$ cat src/rtl/cba_pkg.sv
`timescale 1ns / 1ps

package cba_pkg;

    // Default sizes, handed to the top level parameters
    localparam int CBA_NUM_BLOCKS   = 64;
    localparam int CBA_NUM_FILE_IDS = 16;

    // Fixed field widths of the item ports
    localparam int CFG_W    = 7;
    localparam int ID_W     = 4;
    localparam int SIZE_W   = 7;
    localparam int STATUS_W = 2;
    localparam int START_W  = 6;
    localparam int LEN_W    = 7;

    localparam logic [CFG_W-1:0] CFG_RESET = 7'd64;

    // Request modes
    localparam logic MODE_ALLOC  = 1'b0;
    localparam logic MODE_LOOKUP = 1'b1;

    typedef enum logic [STATUS_W-1:0] {
        ST_CREATED   = 2'd0,
        ST_NO_SPACE  = 2'd1,
        ST_FOUND     = 2'd2,
        ST_NOT_FOUND = 2'd3
    } t_status;

    typedef enum logic [2:0] {
        S_CLEAR,
        S_IDLE,
        S_SCAN,
        S_FILL,
        S_DONE
    } t_state;

    // Flags from the run unit to the sequencer
    typedef struct packed {
        logic match;   // current owner equals the search key
        logic first;   // no run open yet
    } t_run_flags;

endpackage

$ cat src/rtl/cba_owner_mem.sv
`timescale 1ns / 1ps

module cba_owner_mem import cba_pkg::*; #(
    parameter int DEPTH = CBA_NUM_BLOCKS,
    parameter int AW    = 6,
    parameter int DW    = 5
) (
    input  logic          i_clk,
    input  logic          i_we,
    input  logic [AW-1:0] i_waddr,
    input  logic [DW-1:0] i_wdata,
    input  logic [AW-1:0] i_raddr,
    output logic [DW-1:0] o_rdata
);

    logic [DW-1:0] r_mem [DEPTH];
    logic [DW-1:0] r_rdata;

    // Owner table: one write port, one registered read port
    always_ff @(posedge i_clk) begin
        if (i_we) begin
            r_mem[i_waddr] <= i_wdata;
        end
        r_rdata <= r_mem[i_raddr];
    end

    assign o_rdata = r_rdata;

endmodule

$ cat src/rtl/cba_run_unit.sv
`timescale 1ns / 1ps

module cba_run_unit import cba_pkg::*; #(
    parameter int AW = 6,
    parameter int CW = 7,
    parameter int DW = 5
) (
    input  logic          i_clk,
    input  logic          i_clr,
    input  logic          i_step,
    input  logic [DW-1:0] i_data,
    input  logic [DW-1:0] i_key,
    input  logic [AW-1:0] i_idx,
    output t_run_flags    o_flags,
    output logic [CW-1:0] o_count,
    output logic [CW-1:0] o_count_next,
    output logic [AW-1:0] o_start
);

    logic [CW-1:0] r_count, n_count;
    logic [AW-1:0] r_start, n_start;
    logic          match;
    logic          first;
    logic [CW-1:0] count_inc;
    logic [AW-1:0] start_now;

    // Compare and run count, one owner entry per step
    always_comb begin
        match     = (i_data == i_key);
        first     = (r_count == '0);
        count_inc = r_count + 1'b1;
        start_now = first ? i_idx : r_start;

        n_count = r_count;
        n_start = r_start;
        if (i_clr) begin
            n_count = '0;
        end else if (i_step) begin
            n_count = match ? count_inc : '0;
            if (match) begin
                n_start = start_now;
            end
        end
    end

    always_ff @(posedge i_clk) begin
        r_count <= n_count;
        r_start <= n_start;
    end

    assign o_flags.match = match;
    assign o_flags.first = first;
    assign o_count       = r_count;
    assign o_count_next  = count_inc;
    assign o_start       = start_now;

endmodule

$ cat src/rtl/contiguous_block_allocator.sv
`timescale 1ns / 1ps

// First-fit contiguous block allocator. An owner table of NUM_BLOCKS entries is kept in a
// single memory and walked one entry per cycle by a shared compare-and-count unit. After
// reset a clearing pass writes every entry free, during which no item is taken
// (configuration writes still land). An allocate item scans for the first run of free
// blocks up to the managed count, reading through the registered read port, then writes
// the run at one block per cycle; a lookup stops at the end of the lowest run of the id.
// Requests that fail the id, size or managed-count checks skip the scan. The owner table
// has one write port and one read port, both addressed by the same block index. One item
// is worked on at a time; a finished result sits in the output register, so the next
// item can be taken while it waits.
module contiguous_block_allocator import cba_pkg::*; #(
    parameter int NUM_BLOCKS   = CBA_NUM_BLOCKS,
    parameter int NUM_FILE_IDS = CBA_NUM_FILE_IDS
) (
    input  logic                i_clk,
    input  logic                i_rst_n,
    // configuration
    input  logic                i_cfg_we,
    input  logic [CFG_W-1:0]    i_cfg_data,
    // request items
    input  logic                i_valid,
    output logic                o_stall,
    input  logic                i_mode,
    input  logic [ID_W-1:0]     i_file_id,
    input  logic [SIZE_W-1:0]   i_size,
    // result items
    output logic                o_valid,
    input  logic                i_stall,
    output logic [STATUS_W-1:0] o_status,
    output logic [START_W-1:0]  o_start_block,
    output logic [LEN_W-1:0]    o_run_length
);

    localparam int AW   = $clog2(NUM_BLOCKS);
    localparam int CW   = $clog2(NUM_BLOCKS + 1);
    localparam int DW   = $clog2(NUM_FILE_IDS + 1);
    localparam int CMPW = (CW > CFG_W) ? CW : CFG_W;

    localparam logic [DW-1:0] FREE_KEY  = DW'(NUM_FILE_IDS);
    localparam logic [CW-1:0] LAST_BLK  = CW'(NUM_BLOCKS - 1);

    t_state             r_state, n_state;
    logic [CFG_W-1:0]   r_cfg;
    logic               r_mode, n_mode;
    logic [DW-1:0]      r_id, n_id;
    logic [CW-1:0]      r_size, n_size;
    logic [CW-1:0]      r_n, n_n;
    logic [CW-1:0]      r_idx, n_idx;
    logic [CW-1:0]      r_left, n_left;
    logic [AW-1:0]      r_chk_idx;
    logic               r_pend;
    t_status            r_res_status, n_res_status;
    logic [AW-1:0]      r_res_start, n_res_start;
    logic [CW-1:0]      r_res_len, n_res_len;
    logic               r_out_valid;
    t_status            r_out_status;
    logic [START_W-1:0] r_out_start;
    logic [LEN_W-1:0]   r_out_len;

    logic               accept;
    logic               issue;
    logic               step;
    logic               out_free;
    logic               id_ok;
    logic [CW-1:0]      n_now;
    logic [DW-1:0]      mem_rdata;
    logic               mem_we;
    logic [DW-1:0]      mem_wdata;
    logic [DW-1:0]      search_key;
    t_run_flags         run_flags;
    logic [CW-1:0]      run_count;
    logic [CW-1:0]      run_count_next;
    logic [AW-1:0]      run_start;

    // Handshake and scan control
    assign o_stall  = (r_state != S_IDLE);
    assign accept   = i_valid && !o_stall;
    assign issue    = (r_state == S_SCAN) && (r_idx < r_n);
    assign step     = (r_state == S_SCAN) && r_pend;
    assign out_free = !r_out_valid || !i_stall;

    // Managed count saturates at the table size
    assign n_now = (CMPW'(r_cfg) > CMPW'(NUM_BLOCKS)) ? CW'(NUM_BLOCKS) : CW'(r_cfg);
    assign id_ok = (int'(i_file_id) < NUM_FILE_IDS);

    assign search_key = (r_mode == MODE_ALLOC) ? FREE_KEY : r_id;
    assign mem_we     = (r_state == S_CLEAR) || (r_state == S_FILL);
    assign mem_wdata  = (r_state == S_CLEAR) ? FREE_KEY : r_id;

    cba_owner_mem #(
        .DEPTH (NUM_BLOCKS),
        .AW    (AW),
        .DW    (DW)
    ) u_mem (
        .i_clk   (i_clk),
        .i_we    (mem_we),
        .i_waddr (r_idx[AW-1:0]),
        .i_wdata (mem_wdata),
        .i_raddr (r_idx[AW-1:0]),
        .o_rdata (mem_rdata)
    );

    cba_run_unit #(
        .AW (AW),
        .CW (CW),
        .DW (DW)
    ) u_run (
        .i_clk        (i_clk),
        .i_clr        (accept),
        .i_step       (step),
        .i_data       (mem_rdata),
        .i_key        (search_key),
        .i_idx        (r_chk_idx),
        .o_flags      (run_flags),
        .o_count      (run_count),
        .o_count_next (run_count_next),
        .o_start      (run_start)
    );

    // Sequencer
    always_comb begin
        n_state      = r_state;
        n_mode       = r_mode;
        n_id         = r_id;
        n_size       = r_size;
        n_n          = r_n;
        n_idx        = r_idx;
        n_left       = r_left;
        n_res_status = r_res_status;
        n_res_start  = r_res_start;
        n_res_len    = r_res_len;

        unique case (r_state)
            S_CLEAR: begin
                n_idx = r_idx + 1'b1;
                if (r_idx == LAST_BLK) begin
                    n_idx   = '0;
                    n_state = S_IDLE;
                end
            end

            S_IDLE: begin
                if (accept) begin
                    n_mode      = i_mode;
                    n_id        = DW'(i_file_id);
                    n_size      = CW'(i_size);
                    n_n         = n_now;
                    n_idx       = '0;
                    n_res_start = '0;
                    n_res_len   = '0;
                    n_state     = S_SCAN;
                    if (i_mode == MODE_ALLOC) begin
                        if (!id_ok || i_size == '0 || CMPW'(i_size) > CMPW'(n_now)) begin
                            n_res_status = ST_NO_SPACE;
                            n_state      = S_DONE;
                        end
                    end else begin
                        if (!id_ok || n_now == '0) begin
                            n_res_status = ST_NOT_FOUND;
                            n_state      = S_DONE;
                        end
                    end
                end
            end

            S_SCAN: begin
                if (issue) begin
                    n_idx = r_idx + 1'b1;
                end
                if (r_mode == MODE_ALLOC) begin
                    // first run of free blocks long enough
                    if (step && run_flags.match && run_count_next == r_size) begin
                        n_res_status = ST_CREATED;
                        n_res_start  = run_start;
                        n_res_len    = r_size;
                        n_idx        = CW'(run_start);
                        n_left       = r_size;
                        n_state      = S_FILL;
                    end else if (!r_pend && !issue) begin
                        n_res_status = ST_NO_SPACE;
                        n_state      = S_DONE;
                    end
                end else begin
                    // lowest run ends at the first mismatch or at the last managed block
                    if (step && !run_flags.match && !run_flags.first) begin
                        n_res_status = ST_FOUND;
                        n_res_start  = run_start;
                        n_res_len    = run_count;
                        n_state      = S_DONE;
                    end else if (!r_pend && !issue) begin
                        if (run_flags.first) begin
                            n_res_status = ST_NOT_FOUND;
                        end else begin
                            n_res_status = ST_FOUND;
                            n_res_start  = run_start;
                            n_res_len    = run_count;
                        end
                        n_state = S_DONE;
                    end
                end
            end

            S_FILL: begin
                n_idx  = r_idx + 1'b1;
                n_left = r_left - 1'b1;
                if (r_left == CW'(1)) begin
                    n_state = S_DONE;
                end
            end

            S_DONE: begin
                if (out_free) begin
                    n_state = S_IDLE;
                end
            end

            default: begin
                n_state = S_IDLE;
            end
        endcase
    end

    // Control state
    always_ff @(posedge i_clk) begin
        if (!i_rst_n) begin
            r_state     <= S_CLEAR;
            r_idx       <= '0;
            r_pend      <= 1'b0;
            r_cfg       <= CFG_RESET;
            r_out_valid <= 1'b0;
        end else begin
            r_state <= n_state;
            r_idx   <= n_idx;
            r_pend  <= issue;
            if (i_cfg_we) begin
                r_cfg <= i_cfg_data;
            end
            if (r_state == S_DONE && out_free) begin
                r_out_valid <= 1'b1;
            end else if (!i_stall) begin
                r_out_valid <= 1'b0;
            end
        end
    end

    // Item and result payload
    always_ff @(posedge i_clk) begin
        r_mode       <= n_mode;
        r_id         <= n_id;
        r_size       <= n_size;
        r_n          <= n_n;
        r_left       <= n_left;
        r_res_status <= n_res_status;
        r_res_start  <= n_res_start;
        r_res_len    <= n_res_len;
        if (issue) begin
            r_chk_idx <= r_idx[AW-1:0];
        end
        if (r_state == S_DONE && out_free) begin
            r_out_status <= r_res_status;
            r_out_start  <= START_W'(r_res_start);
            r_out_len    <= LEN_W'(r_res_len);
        end
    end

    assign o_valid       = r_out_valid;
    assign o_status      = r_out_status;
    assign o_start_block = r_out_start;
    assign o_run_length  = r_out_len;

`ifndef SYNTHESIS
    // a taken item makes the block busy on the next cycle
    a_busy_after_accept: assert property (@(posedge i_clk) disable iff (!i_rst_n)
        accept |=> o_stall)
        else $error("block not busy after taking an item");

    // run writes stay inside the managed blocks
    a_fill_in_range: assert property (@(posedge i_clk) disable iff (!i_rst_n)
        (r_state == S_FILL) |-> (r_idx < r_n && r_left != '0))
        else $error("run write outside managed blocks");

    // no result appears while the table is being cleared
    a_no_result_in_clear: assert property (@(posedge i_clk) disable iff (!i_rst_n)
        (r_state == S_CLEAR) |-> !o_valid)
        else $error("result during clearing pass");

    // a created run always has a length
    a_created_len: assert property (@(posedge i_clk) disable iff (!i_rst_n)
        (o_valid && o_status == ST_CREATED) |-> (o_run_length != '0))
        else $error("created run with zero length");
`endif

endmodule
$ cat config.mk
export PLATFORM = sky130hd
export DESIGN_NAME = contiguous_block_allocator
export DESIGN_NICKNAME = d
export VERILOG_FILES = /design/src/rtl/cba_pkg.sv /design/src/rtl/cba_owner_mem.sv /design/src/rtl/cba_run_unit.sv /design/src/rtl/contiguous_block_allocator.sv
export SDC_FILE = /design/constraint.sdc
export NUM_CORES = 1
export LEC_CHECK = 0
export BUFFER_PORTS_ARGS = -buffer_cell sky130_fd_sc_hd__buf_2
export CELL_PAD_IN_SITES_DETAIL_PLACEMENT = 2
export CELL_PAD_IN_SITES_GLOBAL_PLACEMENT = 2
export CORE_UTILIZATION = 40
export CTS_CLUSTER_SIZE = 28
export DETAILED_ROUTE_END_ITERATION = 8
export GPL_ROUTABILITY_DRIVEN = 0
export PLACE_DENSITY_LB_ADDON = 0.3
export SLEW_MARGIN = 10
export SYNTH_ARGS = -nofsm -noshare
export SYNTH_HDL_FRONTEND = slang
export SYNTH_SLANG_ARGS = --single-unit
$ cat constraint.sdc
create_clock -name i_clk -period 11.69 [get_ports i_clk]
set_input_delay 2.338 -clock i_clk [delete_from_list [all_inputs] [get_ports i_clk]]
set_output_delay 2.338 -clock i_clk [all_outputs]
set_load 0.05 [all_outputs]
# [Word-level counts from Yosys, hierarchy flattened]
# Memory sizes are Yosys's and may differ from the RTL's. A register that Yosys moved wholly into a read port is not among the register bits.
# Cells that the tools add are included.
[totals] register_bits=94 ram_bits=320 input_bits=24 elab_cells=135 memories=1
[classes] addsub=3 order_cmp=3 n_eq_ne=22 mux=53 bitwise=1 n_reduce_logical=33
[memory_table] memory="u_mem.r_mem" words=64 width=5 read_ports=1 rd_ports_with_merged_regs=1 wr=1 line_no="cba_owner_mem.sv:16" text="logic [DW-1:0] r_mem [DEPTH];"
[op_table] cell="$mux 7" n=13
[op_table] cell="$mux 6" n=7
[op_table] cell="$mux 3" n=11
[op_table] cell="$pmux 7 s2" n=2
[op_table] cell="$pmux 7 s4" n=1
[op_table] cell="$logic_not 7->1" n=3
[op_table] cell="$mux 2" n=9
[op_table] cell="$pmux 3 s5" n=1
[op_table] cell="$add 7x1->7 const B" n=2
[op_table] cell="$pmux 6 s2" n=1
[op_table] cell="$mux 5" n=2
[op_table] cell="$logic_and 1x1->1" n=9
[op_table] cell="$ne 2x1->1 const B" n=4
[op_table] cell="$ne 4x2->1 const B" n=2
[op_table] cell="$eq 7x1->1 const B" n=1
[op_table] cell="$eq 7x6->1 const B" n=1
[op_table] cell="$eq 7x7->1" n=1
[op_table] cell="$gt 7x7->1" n=1
[op_table] cell="$gt 7x7->1 const B" n=1
[op_table] cell="$logic_not 1->1" n=7
[op_table] cell="$lt 7x7->1" n=1
[op_table] cell="$sub 7x1->7 const B" n=1
[op_table] cell="$eq 3x2->1 const B" n=2
[op_table] cell="$ne 2x2->1 const B" n=3
[op_table] cell="19 further kinds" n=29

# [Logic depth before layout (Yosys ltp)]
[logic_depth] depth_word=8 mapped_depth=10 mapped_depth_nobuf=10

# [Hierarchy]
# From an unflattened synthesis, not the netlist that was laid out.
[hier_totals] cells_unflattened=1078 hier_area_um2=17694.5
[by_module_without_submodules] module="cba_owner_mem" instances=1 cells_per_inst=610 area_per_inst_um2=12768.5 seq_area_each_um2=9709.3
[by_module_without_submodules] module="contiguous_block_allocator" instances=1 cells_per_inst=384 area_per_inst_um2=4052.6 seq_area_each_um2=2242.2
[by_module_without_submodules] module="cba_run_unit" instances=1 cells_per_inst=84 area_per_inst_um2=873.3 seq_area_each_um2=320.3

# [Worst setup path before layout]
# Ideal clock, no wire load.
[synth_timing] path_kind="register -> register" start="register r_state[2]" end="memory u_mem.r_mem[0][1], data pin" setup_ps=665 arrival_ps=4991 required_time_ps=11025 path_slack_ps=6034 stages_incl_launch_ff=4 n_path_buf=1 synth_period_minus_slack_ps=5656 cell_sequence="dfxtp_1 > clkbuf_1 > nor3_1 > nor2_1"
[synth_via] elab_chain_len=2
[synth_lines] element="from (decl)" line_no="contiguous_block_allocator.sv:44" text="t_state r_state, n_state;"
[synth_lines] element="from (signal assigned)" line_no="contiguous_block_allocator.sv:234" text="r_state <= n_state;"
[synth_lines] element="$logic_not 3->1" line_no="contiguous_block_allocator.sv:90" text="assign mem_wdata = (r_state == S_CLEAR) ? FREE_KEY : r_id;"
[synth_lines] element="$mux 5" line_no="contiguous_block_allocator.sv:90"
[synth_lines] element="via mem_wdata[1]" line_no="contiguous_block_allocator.sv:70" text="logic [DW-1:0] mem_wdata;"
[synth_lines] element="to (decl)" line_no="cba_owner_mem.sv:16"
# The timed path passes the listed nets, and every way through them passes these cells.

# [Worst setup path after layout]
[layout_timing] start="input i_size[1]" end="register r_res_status[1] (enable)"
[layout_via] elab_chain_len=4 elab_cells_between_ends=5 cone_classes="order compare: 1; eq/ne: 1; reduce/logical: 3"
[layout_lines] element="from (decl)" line_no="contiguous_block_allocator.sv:27" text="input logic [SIZE_W-1:0] i_size,"
[layout_lines] element="$gt 7x7->1 or $logic_not 7->1 (tied branches)" line_no="contiguous_block_allocator.sv:155" text="if (!id_ok || i_size == '0 || CMPW'(i_size) > CMPW'(n_now)) begin"
[layout_lines] element="$logic_or 1x1->1 *" line_no="contiguous_block_allocator.sv:155"
[layout_lines] element="$ne 3x3->1 (no source line) *"
[layout_lines] element="$reduce_and 6->1 (no source line) *"
[layout_lines] element="to (signal assigned)" line_no="contiguous_block_allocator.sv:255" text="r_res_status <= n_res_status;"
[layout_lines] element="to (decl)" line_no="contiguous_block_allocator.sv:54" text="t_status r_res_status, n_res_status;"
# Every way passes the cells marked *; elsewhere a longest branch is shown, timed or not.
# A chain may end at the register's enable or synchronous reset.

==> metrics <==
CTS tree yes; Final nets 1238; worst hold margin 0.4252 ns; HP Class reg2reg; CORE AREA 0.04308 mm²; Total Power 3.256 mW; Worst Tran Pin Value 1.177 ns; Layout Cells excl Fill 1818; endpoint type of the worst setup path register; post-route ant nets 0; Max VDD drop 129.5 µV; Post-synth EDFFs 388; Mapped Nets 1201; grt total ovfl 0; CTS root buf clkbuf_16; post-CTS setup buffers 0; Netlist Area Pre-Place 0.01749 mm²; largest family of logic cells by synthesized area multiplexers; ys flop type edfxtp_1; clk buf depth 3; Crit path required time 11.94 ns; Post-Synth Simple-Gate Area 7.827%; Final Cycle Share 37.90%; # hold bufs at CTS 0; vias per std cell 5.647; CTS buffer count 46; final hold vios 0; DP Cell Count 1733; clock sinks 419; CTS-repair resized insts 0; mean area per synthesized cell 15.09 µm²; Ant. Diodes 0; post-synthesis compound-gate area fraction 8.184%; Finish-stage setup viols 0; largest net degree at the start of global routing 70; area leader, netlist edfxtp_1; final instance area 0.01976 mm²; H-tree levels 2; Worst-Skew Late Latency 0.60 ns; Seq/Total Area, Yosys 70.17%; CP Data Arrival Time 4.68 ns; Pwr Density 164.8 mW/mm²; Port Buffers 40; XOR/XNOR Fraction of Synth Area 1.252%; GR Util All Layers 22.19%; wire per inst 26.42 µm; Post-Synth Adder-Cell Area 1.288%; mux contribution to synthesized area 8.971%; clk slew on worst S/H paths 0.06 ns; Pins Over Slew Limit 0; RSZ-0062 raised after global routing no; DRT iter0 DRCs 680; critical path class in2reg; setup TNS 0 ns; chip width 211.1 µm; run status finished clean; CP startpoint kind input pin; FMAX 225.7 MHz; vias in the first global route 11.31k; clock period minus worst slack 4.431 ns; critical path peak fanout 3; Leakage 6.380 nW; DR DRC count 0; drt total wl 48040 µm; vias after detailed routing 10.27k; FF-to-FF setup slack 7.51 ns; initial cell density of the core 40.60%; DP HPWL 30920 µm; First-pass DRT Iterations 4; Synth top area share 66.62%; Async S/R FF share, synth 0%; Yosys reg bits 419; Worst Clk Skew 0.02831 ns; maxcap violations 0; DP Area 0.01830 mm²; Slew HR 21.54%; Top Ports 41; dominant cells by area after synthesis edfxtp_1, mux4_2, dfxtp_1, nor2_1, mux2i_1; initial antenna violation count 0; global-route wire length before repair 72870 µm; die height 211.1 µm; layout cells sized above 1 18.49%; Die ar. 0.04456 mm²; yosys warns 0; Gate Count Post-Synth 1159; Layout area overhead 12.96%; Yosys cell types 63; # rows 76
[area by class of cell]
cell class,instances,area [µm²]
fillers,4085,23320
repair buffers,58,335.3
well taps,585,732.0
clock buffers,59,1250
multi-input cells,646,4855
clock inverters,26,207.7
flip-flops and latches,419,12280
inverters,25,93.84
[power by group]
group | total (mW) | switching, mW | leakage, nW | internal, mW
Combinational | 0.200 | 0.119 | 2.01 | 0.0809
Clock | 1.40 | 0.614 | 0.714 | 0.786
Sequential | 1.66 | 0.0277 | 3.65 | 1.63
Total | 3.26 | 0.760 | 6.38 | 2.50
[state kept, by name, indices dropped and copies added, names as in the netlist, 2 cells and up]
name / cells
o_run_length: 7
o_start_block: 6
o_status: 2
r_cfg: 7
r_chk_idx: 6
r_id: 4
r_idx: 7
r_left: 7
r_n: 7
r_res_len: 7
r_res_start: 6
r_res_status: 2
r_size: 7
r_state: 3
u_mem.o_rdata: 5
u_mem.r_mem: 320
u_run.o_count: 7
u_run.r_start: 6
[through the flow]
step	util (%)	setup WS (ns)
6_report	45.86	7.259
3_3_place_gp	42.48	6.751
2_1_floorplan	-	6.034
3_5_place_dp	42.48	6.619
4_1_cts	45.86	7.243
5_1_grt	45.86	7.039
[cell usage after synthesis (9+ instances only)]
library cell / number
edfxtp_1: 388
nor2_1: 134
nand2_1: 54
a21oi_1: 47
mux2i_1: 42
o21ai_0: 37
clkbuf_1: 35
mux4_2: 34
mux2_2: 33
a22oi_1: 31
dfxtp_1: 31
buf_2: 25
inv_1: 24
a221oi_1: 23
nor2b_1: 22
ha_1: 18
o22ai_1: 17
xnor2_1: 16
and2_1: 13
nand3_1: 12
a22o_1: 10
xor2_1: 9
[cell usage in the layout, fill, tap and decap left out, drive strengths merged, types with 34 or more instances in the layout]
master,count
clkbuf,59
o21ai,37
mux4,34
edfxtp,388
nor2,135
buf,58
mux2i,42
mux2,34
a21oi,47
nand2,54
[per-layer routing]
| metal | up-vias | track usage (%) | wire length (µm) |
|---|---|---|---|
| li1 | 4569 | - | - |
| met1 | 5353 | 28.81 | 20810 |
| met2 | 251 | 37.36 | 23650 |
| met3 | 94 | 3.880 | 2045 |
| met4 | 0 | 7.946 | 1530 |
| met5 | - | 0 | 0 |
[cells by family after synthesis]
family,after synthesis
fa+ha+maj,18
compound gates,204
flops,419
xor+xnor,25
mux,110
simple gates,289
buf+inv,94
[worst max-delay path: stages]
cell	delay, ns
buf_2	0.12
ha_1	0.28
nor2b_1	0.12
o21ai_0	0.07
a21oi_1	0.18
a2111oi_0	0.12
o311ai_0	0.95
nor2_1	0.13
a211oi_1	0.36
[path summary, 6_finish.rpt]
kind                 from              end  cells past startpoint
max             i_size[1]  r_res_status[1]                      9
max reg2reg      r_idx[2]   r_res_start[4]                     10
min reg2reg  r_res_len[6]  o_run_length[6]                      0
min          r_res_len[6]  o_run_length[6]                      0
No activity file was read; power rests on OpenSTA's default activity.
